**src/hdl/ieval_pkg.sv**
```systemverilog
// ----------------------------------------------------------------------------
// ieval_pkg: shared types and constants of the infix expression evaluator
// Operator codes, status codes, character constants, sequencer states and
// the request/response structs of the shared arithmetic unit.
// ----------------------------------------------------------------------------
`timescale 1ns / 1ps
`default_nettype none

package ieval_pkg;

   // Operator codes as kept on the operator stack
   typedef enum logic [2:0] {
      OP_ADD    = 3'd0,
      OP_SUB    = 3'd1,
      OP_MUL    = 3'd2,
      OP_DIV    = 3'd3,
      OP_LPAREN = 3'd4
   } op_code_type;

   // Result status codes
   localparam logic [2:0] ST_OK        = 3'd0;
   localparam logic [2:0] ST_DIV_ZERO  = 3'd1;
   localparam logic [2:0] ST_MALFORMED = 3'd2;
   localparam logic [2:0] ST_BAD_CHAR  = 3'd3;
   localparam logic [2:0] ST_OVERFLOW  = 3'd4;

   // Characters
   localparam logic [7:0] CHAR_PLUS   = 8'h2B;
   localparam logic [7:0] CHAR_MINUS  = 8'h2D;
   localparam logic [7:0] CHAR_STAR   = 8'h2A;
   localparam logic [7:0] CHAR_SLASH  = 8'h2F;
   localparam logic [7:0] CHAR_LPAREN = 8'h28;
   localparam logic [7:0] CHAR_RPAREN = 8'h29;
   localparam logic [7:0] CHAR_ZERO   = 8'h30;
   localparam logic [7:0] CHAR_NINE   = 8'h39;
   localparam logic [7:0] CHAR_TAB    = 8'd9;
   localparam logic [7:0] CHAR_CR     = 8'd13;
   localparam logic [7:0] CHAR_SPACE  = 8'h20;

   // Sequencer states
   typedef enum logic [3:0] {
      S_IDLE,
      S_FINNUM,
      S_DISPATCH,
      S_LOOP,
      S_CHECK,
      S_RDB,
      S_RDA,
      S_EXEC,
      S_WAIT,
      S_OUTPUT,
      S_RESULT
   } state_type;

   // What ends the current reduction loop
   typedef enum logic [1:0] {
      M_ADD,
      M_MUL,
      M_CLOSE,
      M_END
   } mode_type;

   typedef struct packed {
      logic        start;
      op_code_type op;
   } alu_req_type;

   typedef struct packed {
      logic done;
      logic div_zero;
   } alu_rsp_type;

endpackage

`default_nettype wire

```
**src/hdl/ieval_ram.sv**
```systemverilog
// ----------------------------------------------------------------------------
// ieval_ram: generic single-write, single-read RAM
// One write port and one read port with registered read data.
// ----------------------------------------------------------------------------
`timescale 1ns / 1ps
`default_nettype none

module ieval_ram #(
   parameter int WIDTH = 32,
   parameter int DEPTH = 32
) (
   input  wire logic                     clock,
   input  wire logic                     wr_en,
   input  wire logic [$clog2(DEPTH)-1:0] wr_addr,
   input  wire logic [WIDTH-1:0]         wr_data,
   input  wire logic [$clog2(DEPTH)-1:0] rd_addr,
   output logic      [WIDTH-1:0]         rd_data
);

   logic [WIDTH-1:0] mem [DEPTH];

   always_ff @(posedge clock) begin
      if (wr_en) begin
         mem[wr_addr] <= wr_data;
      end
      rd_data <= mem[rd_addr];
   end

endmodule

`default_nettype wire

```
**src/hdl/ieval_alu.sv**
```systemverilog
// ----------------------------------------------------------------------------
// ieval_alu: shared arithmetic unit
// Add, subtract and multiply with a registered result; signed division one quotient
// bit per cycle, truncating toward zero.
// ----------------------------------------------------------------------------
`timescale 1ns / 1ps
`default_nettype none

module ieval_alu
   import ieval_pkg::*;
(
   input  wire logic        clock,
   input  wire logic        reset,
   input  wire alu_req_type req,
   input  wire logic [31:0] a,
   input  wire logic [31:0] b,
   output alu_rsp_type      rsp,
   output logic      [31:0] result
);

   logic        busy_ff, busy_in;
   logic        done_ff, done_in;
   logic        dz_ff, dz_in;
   logic [4:0]  cnt_ff, cnt_in;
   logic [31:0] rem_ff, rem_in;
   logic [31:0] quo_ff, quo_in;
   logic [31:0] mb_ff, mb_in;
   logic        neg_ff, neg_in;
   logic [31:0] res_ff, res_in;

   logic [32:0] rem_shift;
   logic [32:0] rem_diff;
   logic [31:0] quo_next;

   always_comb begin
      busy_in = busy_ff;
      done_in = 1'b0;
      dz_in   = 1'b0;
      cnt_in  = cnt_ff;
      rem_in  = rem_ff;
      quo_in  = quo_ff;
      mb_in   = mb_ff;
      neg_in  = neg_ff;
      res_in  = res_ff;

      // one restoring step
      rem_shift = {rem_ff, quo_ff[31]};
      rem_diff  = rem_shift - {1'b0, mb_ff};
      quo_next  = {quo_ff[30:0], ~rem_diff[32]};

      if (busy_ff) begin
         rem_in = rem_diff[32] ? rem_shift[31:0] : rem_diff[31:0];
         quo_in = quo_next;
         cnt_in = cnt_ff - 5'd1;
         if (cnt_ff == 5'd0) begin
            busy_in = 1'b0;
            done_in = 1'b1;
            res_in  = neg_ff ? (~quo_next + 32'd1) : quo_next;
         end
      end else if (req.start) begin
         unique case (req.op)
            OP_ADD: begin
               res_in  = a + b;
               done_in = 1'b1;
            end
            OP_SUB: begin
               res_in  = a - b;
               done_in = 1'b1;
            end
            OP_MUL: begin
               res_in  = a * b;
               done_in = 1'b1;
            end
            OP_DIV: begin
               if (b == 32'd0) begin
                  dz_in   = 1'b1;
                  done_in = 1'b1;
               end else begin
                  busy_in = 1'b1;
                  cnt_in  = 5'd31;
                  rem_in  = 32'd0;
                  quo_in  = a[31] ? (~a + 32'd1) : a;
                  mb_in   = b[31] ? (~b + 32'd1) : b;
                  neg_in  = a[31] ^ b[31];
               end
            end
            default: begin
               res_in  = 32'd0;
               done_in = 1'b1;
            end
         endcase
      end
   end

   always_ff @(posedge clock) begin
      if (reset) begin
         busy_ff <= 1'b0;
         done_ff <= 1'b0;
         dz_ff   <= 1'b0;
         cnt_ff  <= 5'd0;
      end else begin
         busy_ff <= busy_in;
         done_ff <= done_in;
         dz_ff   <= dz_in;
         cnt_ff  <= cnt_in;
      end
      rem_ff <= rem_in;
      quo_ff <= quo_in;
      mb_ff  <= mb_in;
      neg_ff <= neg_in;
      res_ff <= res_in;
   end

   assign rsp.done     = done_ff;
   assign rsp.div_zero = dz_ff;
   assign result       = res_ff;

endmodule

`default_nettype wire

```
**src/hdl/infix_expression_evaluator_unit.sv**
```systemverilog
// ----------------------------------------------------------------------------
// infix_expression_evaluator_unit: two-stack integer infix evaluator
// Reads an expression one ASCII byte per word, closes it with tlast, and
// returns the 32-bit wrapped result with a status code.
// ----------------------------------------------------------------------------
//  channel | dir | tdata                              | tlast
//  req_    | in  | [7:0] char_in                      | end_of_text
//  rsp_    | out | [31:0] value, [34:32] status, pad  | -
//
//  A digit, or a byte ignored after an error, is taken in the idle state.
//  Whitespace, '(' and a bad character pass through the number-close and
//  dispatch states; an operator or ')' also passes through the operator check
//  and then one reduction per pending operator it pops. A division reduction
//  takes longer, as the shared arithmetic unit's divider is bit-serial. The end
//  word also reads the final result from the stack. Reset is synchronous and
//  clears all control state; stack contents need none. A result stalled on
//  rsp_tready holds the sequencer, and req_tready stays low until it returns to idle.
// ----------------------------------------------------------------------------
`timescale 1ns / 1ps
`default_nettype none

module infix_expression_evaluator_unit
   import ieval_pkg::*;
#(
   parameter int VALUE_DEPTH    = 32,
   parameter int OPERATOR_DEPTH = 32
) (
   input  wire logic        clock,
   input  wire logic        reset,
   input  wire logic        req_tvalid,
   output logic             req_tready,
   input  wire logic [7:0]  req_tdata,   // [7:0] char_in
   input  wire logic        req_tlast,   // end_of_text
   output logic             rsp_tvalid,
   input  wire logic        rsp_tready,
   output logic      [39:0] rsp_tdata    // [31:0] value, [34:32] status, rest zero
);

   localparam int VAW = $clog2(VALUE_DEPTH);
   localparam int VCW = $clog2(VALUE_DEPTH + 1);
   localparam int OAW = $clog2(OPERATOR_DEPTH);
   localparam int OCW = $clog2(OPERATOR_DEPTH + 1);

   // keep the first error only
   function automatic logic [2:0] first_err(logic [2:0] cur, logic [2:0] code);
      return (cur == ST_OK) ? code : cur;
   endfunction

   state_type   state_ff, state_in;
   mode_type    mode_ff, mode_in;
   op_code_type pend_op_ff, pend_op_in;
   op_code_type red_op_ff, red_op_in;
   logic [7:0]  char_ff, char_in;
   logic        end_ff, end_in;
   logic [VCW-1:0] vcnt_ff, vcnt_in;
   logic [OCW-1:0] ocnt_ff, ocnt_in;
   logic [31:0] acc_ff, acc_in;
   logic        in_num_ff, in_num_in;
   logic        seen_ff, seen_in;
   logic [2:0]  err_ff, err_in;
   logic [31:0] b_ff, b_in;
   logic        rsp_valid_ff, rsp_valid_in;
   logic [31:0] rsp_value_ff, rsp_value_in;
   logic [2:0]  rsp_status_ff, rsp_status_in;

   // stack ports
   logic           v_wr_en;
   logic [VAW-1:0] v_wr_addr, v_rd_addr;
   logic [31:0]    v_wr_data, v_rd_data;
   logic           o_wr_en;
   logic [OAW-1:0] o_wr_addr;
   logic [2:0]     o_wr_data, o_rd_data;

   logic [VCW-1:0] vcnt_m1, vcnt_m2;
   logic [OCW-1:0] ocnt_m1;

   alu_req_type alu_req;
   alu_rsp_type alu_rsp;
   logic [31:0] alu_result;

   logic [7:0]  digit;
   logic        is_digit, is_space;
   op_code_type top_op;
   logic        have_op, top_arith, top_mul, go;

   assign vcnt_m1 = vcnt_ff - VCW'(1);
   assign vcnt_m2 = vcnt_ff - VCW'(2);
   assign ocnt_m1 = ocnt_ff - OCW'(1);
   assign digit   = req_tdata - CHAR_ZERO;
   assign is_digit = (req_tdata >= CHAR_ZERO) && (req_tdata <= CHAR_NINE);
   assign is_space = (char_ff == CHAR_SPACE) || ((char_ff >= CHAR_TAB) && (char_ff <= CHAR_CR));
   assign top_op    = op_code_type'(o_rd_data);
   assign have_op   = (ocnt_ff != '0);
   assign top_arith = have_op && (top_op != OP_LPAREN);
   assign top_mul   = have_op && ((top_op == OP_MUL) || (top_op == OP_DIV));

   assign req_tready = (state_ff == S_IDLE);

   always_comb begin
      state_in      = state_ff;
      mode_in       = mode_ff;
      pend_op_in    = pend_op_ff;
      red_op_in     = red_op_ff;
      char_in       = char_ff;
      end_in        = end_ff;
      vcnt_in       = vcnt_ff;
      ocnt_in       = ocnt_ff;
      acc_in        = acc_ff;
      in_num_in     = in_num_ff;
      seen_in       = seen_ff;
      err_in        = err_ff;
      b_in          = b_ff;
      rsp_value_in  = rsp_value_ff;
      rsp_status_in = rsp_status_ff;
      rsp_valid_in  = rsp_valid_ff && !rsp_tready;

      v_wr_en   = 1'b0;
      v_wr_addr = vcnt_ff[VAW-1:0];
      v_wr_data = acc_ff;
      v_rd_addr = vcnt_m1[VAW-1:0];
      o_wr_en   = 1'b0;
      o_wr_addr = ocnt_ff[OAW-1:0];
      o_wr_data = pend_op_ff;
      alu_req.start = 1'b0;
      alu_req.op    = red_op_ff;
      go = 1'b0;

      unique case (state_ff)
         S_IDLE: begin
            if (req_tvalid) begin
               char_in = req_tdata;
               end_in  = req_tlast;
               priority if (req_tlast) begin
                  state_in = S_FINNUM;
               end else if (err_ff != ST_OK) begin
                  // drop bytes after an error
               end else if (is_digit) begin
                  priority if (in_num_ff) begin
                     acc_in = {acc_ff[28:0], 3'b000} + {acc_ff[30:0], 1'b0}
                              + {24'd0, digit};
                  end else if (seen_ff) begin
                     err_in = ST_MALFORMED;
                  end else begin
                     acc_in    = {24'd0, digit};
                     in_num_in = 1'b1;
                     seen_in   = 1'b1;
                  end
               end else begin
                  state_in = S_FINNUM;
               end
            end
         end
         S_FINNUM: begin
            // close a pending number onto the value stack
            if (in_num_ff && err_ff == ST_OK) begin
               in_num_in = 1'b0;
               acc_in    = 32'd0;
               if (vcnt_ff == VCW'(VALUE_DEPTH)) begin
                  err_in = ST_OVERFLOW;
               end else begin
                  v_wr_en = 1'b1;
                  vcnt_in = vcnt_ff + VCW'(1);
               end
            end
            state_in = S_DISPATCH;
         end
         S_DISPATCH: begin
            priority if (err_ff != ST_OK) begin
               state_in = end_ff ? S_OUTPUT : S_IDLE;
            end else if (end_ff) begin
               if (!seen_ff) begin
                  err_in   = ST_MALFORMED;
                  state_in = S_OUTPUT;
               end else begin
                  mode_in  = M_END;
                  state_in = S_LOOP;
               end
            end else if (is_space) begin
               state_in = S_IDLE;
            end else if (char_ff == CHAR_PLUS || char_ff == CHAR_MINUS
                         || char_ff == CHAR_STAR || char_ff == CHAR_SLASH) begin
               if (!seen_ff) begin
                  err_in   = ST_MALFORMED;
                  state_in = S_IDLE;
               end else begin
                  priority if (char_ff == CHAR_PLUS) pend_op_in = OP_ADD;
                  else if (char_ff == CHAR_MINUS) pend_op_in = OP_SUB;
                  else if (char_ff == CHAR_STAR) pend_op_in = OP_MUL;
                  else pend_op_in = OP_DIV;
                  mode_in  = (char_ff == CHAR_STAR || char_ff == CHAR_SLASH) ? M_MUL : M_ADD;
                  seen_in  = 1'b0;
                  state_in = S_LOOP;
               end
            end else if (char_ff == CHAR_LPAREN) begin
               state_in = S_IDLE;
               if (seen_ff) begin
                  err_in = ST_MALFORMED;
               end else if (ocnt_ff == OCW'(OPERATOR_DEPTH)) begin
                  err_in = ST_OVERFLOW;
               end else begin
                  o_wr_en   = 1'b1;
                  o_wr_data = OP_LPAREN;
                  ocnt_in   = ocnt_ff + OCW'(1);
               end
            end else if (char_ff == CHAR_RPAREN) begin
               if (!seen_ff) begin
                  err_in   = ST_MALFORMED;
                  state_in = S_IDLE;
               end else begin
                  mode_in  = M_CLOSE;
                  state_in = S_LOOP;
               end
            end else begin
               err_in   = ST_BAD_CHAR;
               state_in = S_IDLE;
            end
         end
         S_LOOP: begin
            // operator top is read here, examined next cycle
            if (err_ff != ST_OK) begin
               state_in = (mode_ff == M_END) ? S_OUTPUT : S_IDLE;
            end else begin
               state_in = S_CHECK;
            end
         end
         S_CHECK: begin
            unique case (mode_ff)
               M_MUL:   go = top_mul;
               M_ADD:   go = top_arith;
               M_CLOSE: go = top_arith;
               M_END:   go = have_op;
               default: go = 1'b0;
            endcase
            priority if (mode_ff == M_END && have_op && top_op == OP_LPAREN) begin
               err_in   = ST_MALFORMED;
               state_in = S_OUTPUT;
            end else if (go) begin
               red_op_in = top_op;
               state_in  = S_RDB;
            end else begin
               unique case (mode_ff)
                  M_MUL, M_ADD: begin
                     state_in = S_IDLE;
                     if (ocnt_ff == OCW'(OPERATOR_DEPTH)) begin
                        err_in = ST_OVERFLOW;
                     end else begin
                        o_wr_en = 1'b1;
                        ocnt_in = ocnt_ff + OCW'(1);
                     end
                  end
                  M_CLOSE: begin
                     state_in = S_IDLE;
                     if (!have_op) begin
                        err_in = ST_MALFORMED;
                     end else begin
                        ocnt_in = ocnt_m1;
                     end
                  end
                  default: begin
                     state_in = S_OUTPUT;
                     if (vcnt_ff != VCW'(1)) begin
                        err_in = ST_MALFORMED;
                     end
                  end
               endcase
            end
         end
         S_RDB: begin
            if (vcnt_ff < VCW'(2)) begin
               err_in   = ST_MALFORMED;
               state_in = S_LOOP;
            end else begin
               state_in = S_RDA;
            end
         end
         S_RDA: begin
            v_rd_addr = vcnt_m2[VAW-1:0];
            b_in      = v_rd_data;
            state_in  = S_EXEC;
         end
         S_EXEC: begin
            v_rd_addr     = vcnt_m2[VAW-1:0];
            alu_req.start = 1'b1;
            state_in      = S_WAIT;
         end
         S_WAIT: begin
            if (alu_rsp.done) begin
               state_in = S_LOOP;
               if (alu_rsp.div_zero) begin
                  err_in = first_err(err_ff, ST_DIV_ZERO);
               end else begin
                  v_wr_en   = 1'b1;
                  v_wr_addr = vcnt_m2[VAW-1:0];
                  v_wr_data = alu_result;
                  vcnt_in   = vcnt_m1;
                  ocnt_in   = ocnt_m1;
               end
            end
         end
         S_OUTPUT: begin
            v_rd_addr = '0;
            state_in  = S_RESULT;
         end
         S_RESULT: begin
            v_rd_addr = '0;
            // hold until the output register is free, then clear for next text
            if (!rsp_valid_ff || rsp_tready) begin
               rsp_valid_in  = 1'b1;
               rsp_value_in  = (err_ff == ST_OK) ? v_rd_data : 32'd0;
               rsp_status_in = err_ff;
               vcnt_in   = '0;
               ocnt_in   = '0;
               acc_in    = 32'd0;
               in_num_in = 1'b0;
               seen_in   = 1'b0;
               err_in    = ST_OK;
               state_in  = S_IDLE;
            end
         end
         default: state_in = S_IDLE;
      endcase
   end

   always_ff @(posedge clock) begin
      if (reset) begin
         state_ff     <= S_IDLE;
         vcnt_ff      <= '0;
         ocnt_ff      <= '0;
         acc_ff       <= 32'd0;
         in_num_ff    <= 1'b0;
         seen_ff      <= 1'b0;
         err_ff       <= ST_OK;
         rsp_valid_ff <= 1'b0;
         mode_ff      <= M_ADD;
         end_ff       <= 1'b0;
      end else begin
         state_ff     <= state_in;
         vcnt_ff      <= vcnt_in;
         ocnt_ff      <= ocnt_in;
         acc_ff       <= acc_in;
         in_num_ff    <= in_num_in;
         seen_ff      <= seen_in;
         err_ff       <= err_in;
         rsp_valid_ff <= rsp_valid_in;
         mode_ff      <= mode_in;
         end_ff       <= end_in;
      end
      pend_op_ff    <= pend_op_in;
      red_op_ff     <= red_op_in;
      char_ff       <= char_in;
      b_ff          <= b_in;
      rsp_value_ff  <= rsp_value_in;
      rsp_status_ff <= rsp_status_in;
   end

   ieval_ram #(.WIDTH(32), .DEPTH(VALUE_DEPTH)) u_value_stack (
      .clock   (clock),
      .wr_en   (v_wr_en),
      .wr_addr (v_wr_addr),
      .wr_data (v_wr_data),
      .rd_addr (v_rd_addr),
      .rd_data (v_rd_data)
   );

   ieval_ram #(.WIDTH(3), .DEPTH(OPERATOR_DEPTH)) u_operator_stack (
      .clock   (clock),
      .wr_en   (o_wr_en),
      .wr_addr (o_wr_addr),
      .wr_data (o_wr_data),
      .rd_addr (ocnt_m1[OAW-1:0]),
      .rd_data (o_rd_data)
   );

   ieval_alu u_alu (
      .clock  (clock),
      .reset  (reset),
      .req    (alu_req),
      .a      (v_rd_data),
      .b      (b_ff),
      .rsp    (alu_rsp),
      .result (alu_result)
   );

   assign rsp_tvalid = rsp_valid_ff;
   assign rsp_tdata  = {5'd0, rsp_status_ff, rsp_value_ff};

`ifndef SYNTHESIS
   // stack fill never passes the depth
   a_vcnt_bound: assert property (@(posedge clock) disable iff (reset)
      vcnt_ff <= VCW'(VALUE_DEPTH))
      else $error("value stack count beyond depth");

   a_ocnt_bound: assert property (@(posedge clock) disable iff (reset)
      ocnt_ff <= OCW'(OPERATOR_DEPTH))
      else $error("operator stack count beyond depth");

   // handing over a result leaves a clean evaluator and a pending word
   a_clear_after_result: assert property (@(posedge clock) disable iff (reset)
      (state_ff == S_RESULT && state_in == S_IDLE) |=>
         (vcnt_ff == '0 && ocnt_ff == '0 && err_ff == ST_OK && rsp_valid_ff))
      else $error("evaluator not cleared after result");
`endif

endmodule

`default_nettype wire
```
**config.mk**
```make
export PLATFORM = sky130hd
export DESIGN_NAME = infix_expression_evaluator_unit
export DESIGN_NICKNAME = d
export VERILOG_FILES = /design/src/hdl/ieval_pkg.sv /design/src/hdl/ieval_ram.sv /design/src/hdl/ieval_alu.sv /design/src/hdl/infix_expression_evaluator_unit.sv
export SDC_FILE = /design/constraint.sdc
export NUM_CORES = 2
export LEC_CHECK = 0
export ABC_AREA = 1
export BUFFER_PORTS_ARGS = -buffer_cell sky130_fd_sc_hd__buf_4
export CAP_MARGIN = 20
export CELL_PAD_IN_SITES_DETAIL_PLACEMENT = 2
export CELL_PAD_IN_SITES_GLOBAL_PLACEMENT = 2
export CORE_MARGIN = 1
export CORE_UTILIZATION = 43
export DETAILED_ROUTE_END_ITERATION = 8
export GPL_ROUTABILITY_DRIVEN = 0
export GPL_TIMING_DRIVEN = 0
export HOLD_SLACK_MARGIN = 0.05
export PLACE_DENSITY = 0.88
export REMOVE_ABC_BUFFERS = 1
export SLEW_MARGIN = 25
export SYNTH_ARGS = -nofsm -noshare
export SYNTH_HDL_FRONTEND = slang
export SYNTH_SLANG_ARGS = --single-unit
```
**constraint.sdc**
```tcl
create_clock -name clock -period 9.05 [get_ports clock]
set_input_delay 0.4525 -clock clock [delete_from_list [all_inputs] [get_ports clock]]
set_output_delay 0.4525 -clock clock [all_outputs]
set_load 0.005 [all_outputs]
```
==> results.sh <==
export IMPL_routedWlPerCell_um=41.6
export IMPL_initial_core_util_pct=43.5
export IMPL_worst_slew_pin_slew_ns=1.23
export IMPL_antenna_found_initial=58
export IMPL_fin_skew_ns=0.0809
export IMPL_final_setup_viol_count=1
export IMPL_yosysTopAreaCell="edfxtp_1"
export IMPL_finalCritPeriodShare_pct=100
export IMPL_hold_ws_ns=0.149
export IMPL_clock_latency_ns=0.90
export IMPL_cts_root_buf="clkbuf_16"
export IMPL_grt_pass1_vias=81200
export IMPL_rows=159
export IMPL_fin_ws_ns=-0.0125
export IMPL_htree_levels=4
export IMPL_clk_pin_slew_ns=0.08
export IMPL_yosysWarnings=0
export IMPL_ys_ff_latch=1429
export IMPL_dpl_hpwl_um=263000
export IMPL_cts_max_path_buffers=3
export IMPL_drtIter0Drc=9948
export IMPL_synthTopCellsByCount="edfxtp_1, nand2_1, inv_1, nor2_1, o21ai_0"
export IMPL_crit_arrival_ns=9.64
export IMPL_core_area_um2=189000
export IMPL_syn_mean_instance_area_um2=9.91
export IMPL_synthDistinctLibCells=68
export IMPL_cp_start_kind="flop"
export IMPL_num_io_pins=55
export IMPL_via_per_inst=6.91
export IMPL_status="complete, but fails checks"
export IMPL_syn_inst=8269
export IMPL_fin_crit_ns=9.06
export IMPL_die_area_um2=192000
export IMPL_synth_most_common_cell="edfxtp_1"
export IMPL_grt_overflow_total=0
export IMPL_synth_ff_type="edfxtp_1"
export IMPL_final_nets=8924
export IMPL_utilization_pct=49.6
export IMPL_relSlewSlack_pct=17.3
export IMPL_startpoint="u_value_stack.rd_data[12]$_DFF_P_"
export IMPL_yosysTopAreaCellShare_pct=48.7
export IMPL_top_register="u_value_stack.mem"
export IMPL_drc=0
export IMPL_critical_path_required_ns=9.63
export IMPL_grt_pass1_wl_um=618000
export IMPL_report_final_slew_viol_count=0
export IMPL_worstReg2RegStart="u_value_stack.rd_data[12]$_DFF_P_"
export IMPL_top_regs="u_value_stack.mem x1024, u_operator_stack.mem x96"
export IMPL_synth_area_leaders="edfxtp_1, fa_1, nand2_1, o21ai_0, inv_1"
export IMPL_hold_path_class="input port to flop"
export IMPL_grt_max_degree=164
export IMPL_crit_path_end_kind="flop"
export IMPL_synthArstFlopShare_pct=0
export IMPL_fmax_mhz=110
export IMPL_firstDrtPassIters=7
export IMPL_clock_sinks=1429
export IMPL_synth_seq_area_share_pct=51.1
export IMPL_synth_edff_count=1329
export IMPL_failed_checks="setup timing"
export IMPL_die_w_um=439
export IMPL_cts_buffers=158
export IMPL_placed_area_um2=87900
export IMPL_area_delta_synth_final_pct=14.2
export IMPL_min_delay_start="req_tvalid"
export IMPL_grt_usage_pct=45.4
export IMPL_cts_tree="done"
export IMPL_netlist_area_um2=82000
export IMPL_wirelength_um=452000
export IMPL_stdcell_area_um2=93600
export IMPL_drive_gt1_share_pct=8.30
export IMPL_finalHoldViolCount=0
export IMPL_drv_cap=0
export IMPL_critPathMaxFanout=17
export IMPL_path_class="flop to flop"
export IMPL_antenna_left=0
export IMPL_via_count=75300
export IMPL_die_y_um=439
export IMPL_largest_register_ffs=1024
export IMPL_io_buffers=49
-- cells by family after synthesis --
logic type,after synthesis,synth area share [%]
flops,1429,51.1
buf+inv,1561,7.39
simple gates,2780,13.9
mux,12,0.147
compound gates,1715,12.3
fa+ha+maj,675,14.1
other cells,1,0.00458
xor+xnor,96,1.03
-- path summary, 6_finish.rpt --
check	end	slack [ns]	cells after the start
worst max-delay path	u_alu.result[29]$_DFFE_PP_	-0.01	24
worst min-delay path	char_ff[5]$_DFFE_PP_	0.15	3
worst max register to register	u_alu.result[29]$_DFFE_PP_	-0.01	24
worst min register to register	red_op_ff[0]$_DFFE_PP_	0.48	0
-- through the flow --
| step | setup slack (ns) | setup TNS, ns | instances |
|---|---|---|---|
| finish | -0.0125 | -0.0125 | 10900 |
| global route | -0.0270 | -0.0270 | 10900 |
| CTS | 0.260 | 0 | 10800 |
| detailed placement | 0.593 | 0 | 10500 |
| global placement | -8.24 | -252.39 | 10400 |
| floorplan | 2.19 | 0 | 7823 |
-- what timing repair did --
action | CTS | global route
endpoints found under the hold margin | 11 | 0
buffers inserted | 0 | 11
hold buffers | 10 | 0
setup endpoints to repair | 0 | 5
gates resized for setup | 0 | 11
-- cells in the final DEF, fill, tap and decap left out, types with 44 or more instances in the layout --
cell | synthesis | final
edfxtp_1 | 1329 | 1329
nand2_1 | 1328 | 1300
inv_1 | 1092 | 1084
nor2_1 | 959 | 919
o21ai_0 | 844 | 837
fa_1 | 416 | 413
a21oi_1 | 295 | 294
nand3_1 | 280 | 279
ha_1 | 259 | 258
o221ai_1 | 204 | 204
clkbuf_16 | 0 | 162
o22ai_1 | 77 | 75
dfxtp_1 | 100 | 71
buf_16 | 0 | 70
buf_12 | 0 | 65
o211ai_1 | 64 | 64
buf_4 | 15 | 61
xor2_1 | 60 | 60
nor3_1 | 60 | 59
o21ai_1 | 57 | 57
nand4_1 | 44 | 44
-- final cells by class --
| class | instances | area [um^2] |
|---|---|---|
| tap | 2495 | 3120 |
| timing repair buffer | 253 | 4460 |
| antenna | 27 | 67.6 |
| inverter | 1111 | 4220 |
| fill | 18900 | 95000 |
| multi-input combinational | 5283 | 34600 |
| clock buffer | 200 | 4210 |
| clock inverter | 90 | 967 |
| sequential | 1429 | 42000 |
-- critical path, stage by stage (launching register included) --
cell and delay, ns:
dfxtp_2 0.46, buf_16 0.24, nand2_1 0.16, clkinvlp_4 0.35, fa_2 0.80, inv_1 0.16
fa_1 0.55, fa_1 0.62, fa_1 0.59, inv_1 0.11, fa_1 0.64, fa_1 0.47
fa_1 0.53, fa_1 0.44, ha_1 0.41, nand2_1 0.17, nor4_1 0.45, nand3_1 0.13
nand3_1 0.24, a31o_2 0.22, a21oi_1 0.07, o21ai_0 0.19, nand2_1 0.40, nand2_1 0.20
nand2_1 0.15
-- metal layers --
layer | vias to the layer above | wire (um) | track usage [%]
li1 | 28000 | - | -
met1 | 37500 | 141000 | 46.5
met2 | 6492 | 204000 | 71.2
met3 | 3180 | 50600 | 15.8
met4 | 42 | 56500 | 45.1
met5 | - | 349 | 0.720
Power is left out: the tool's default activity adds up to more than one toggle a clock period on the data nets, which glitch-free logic cannot reach.
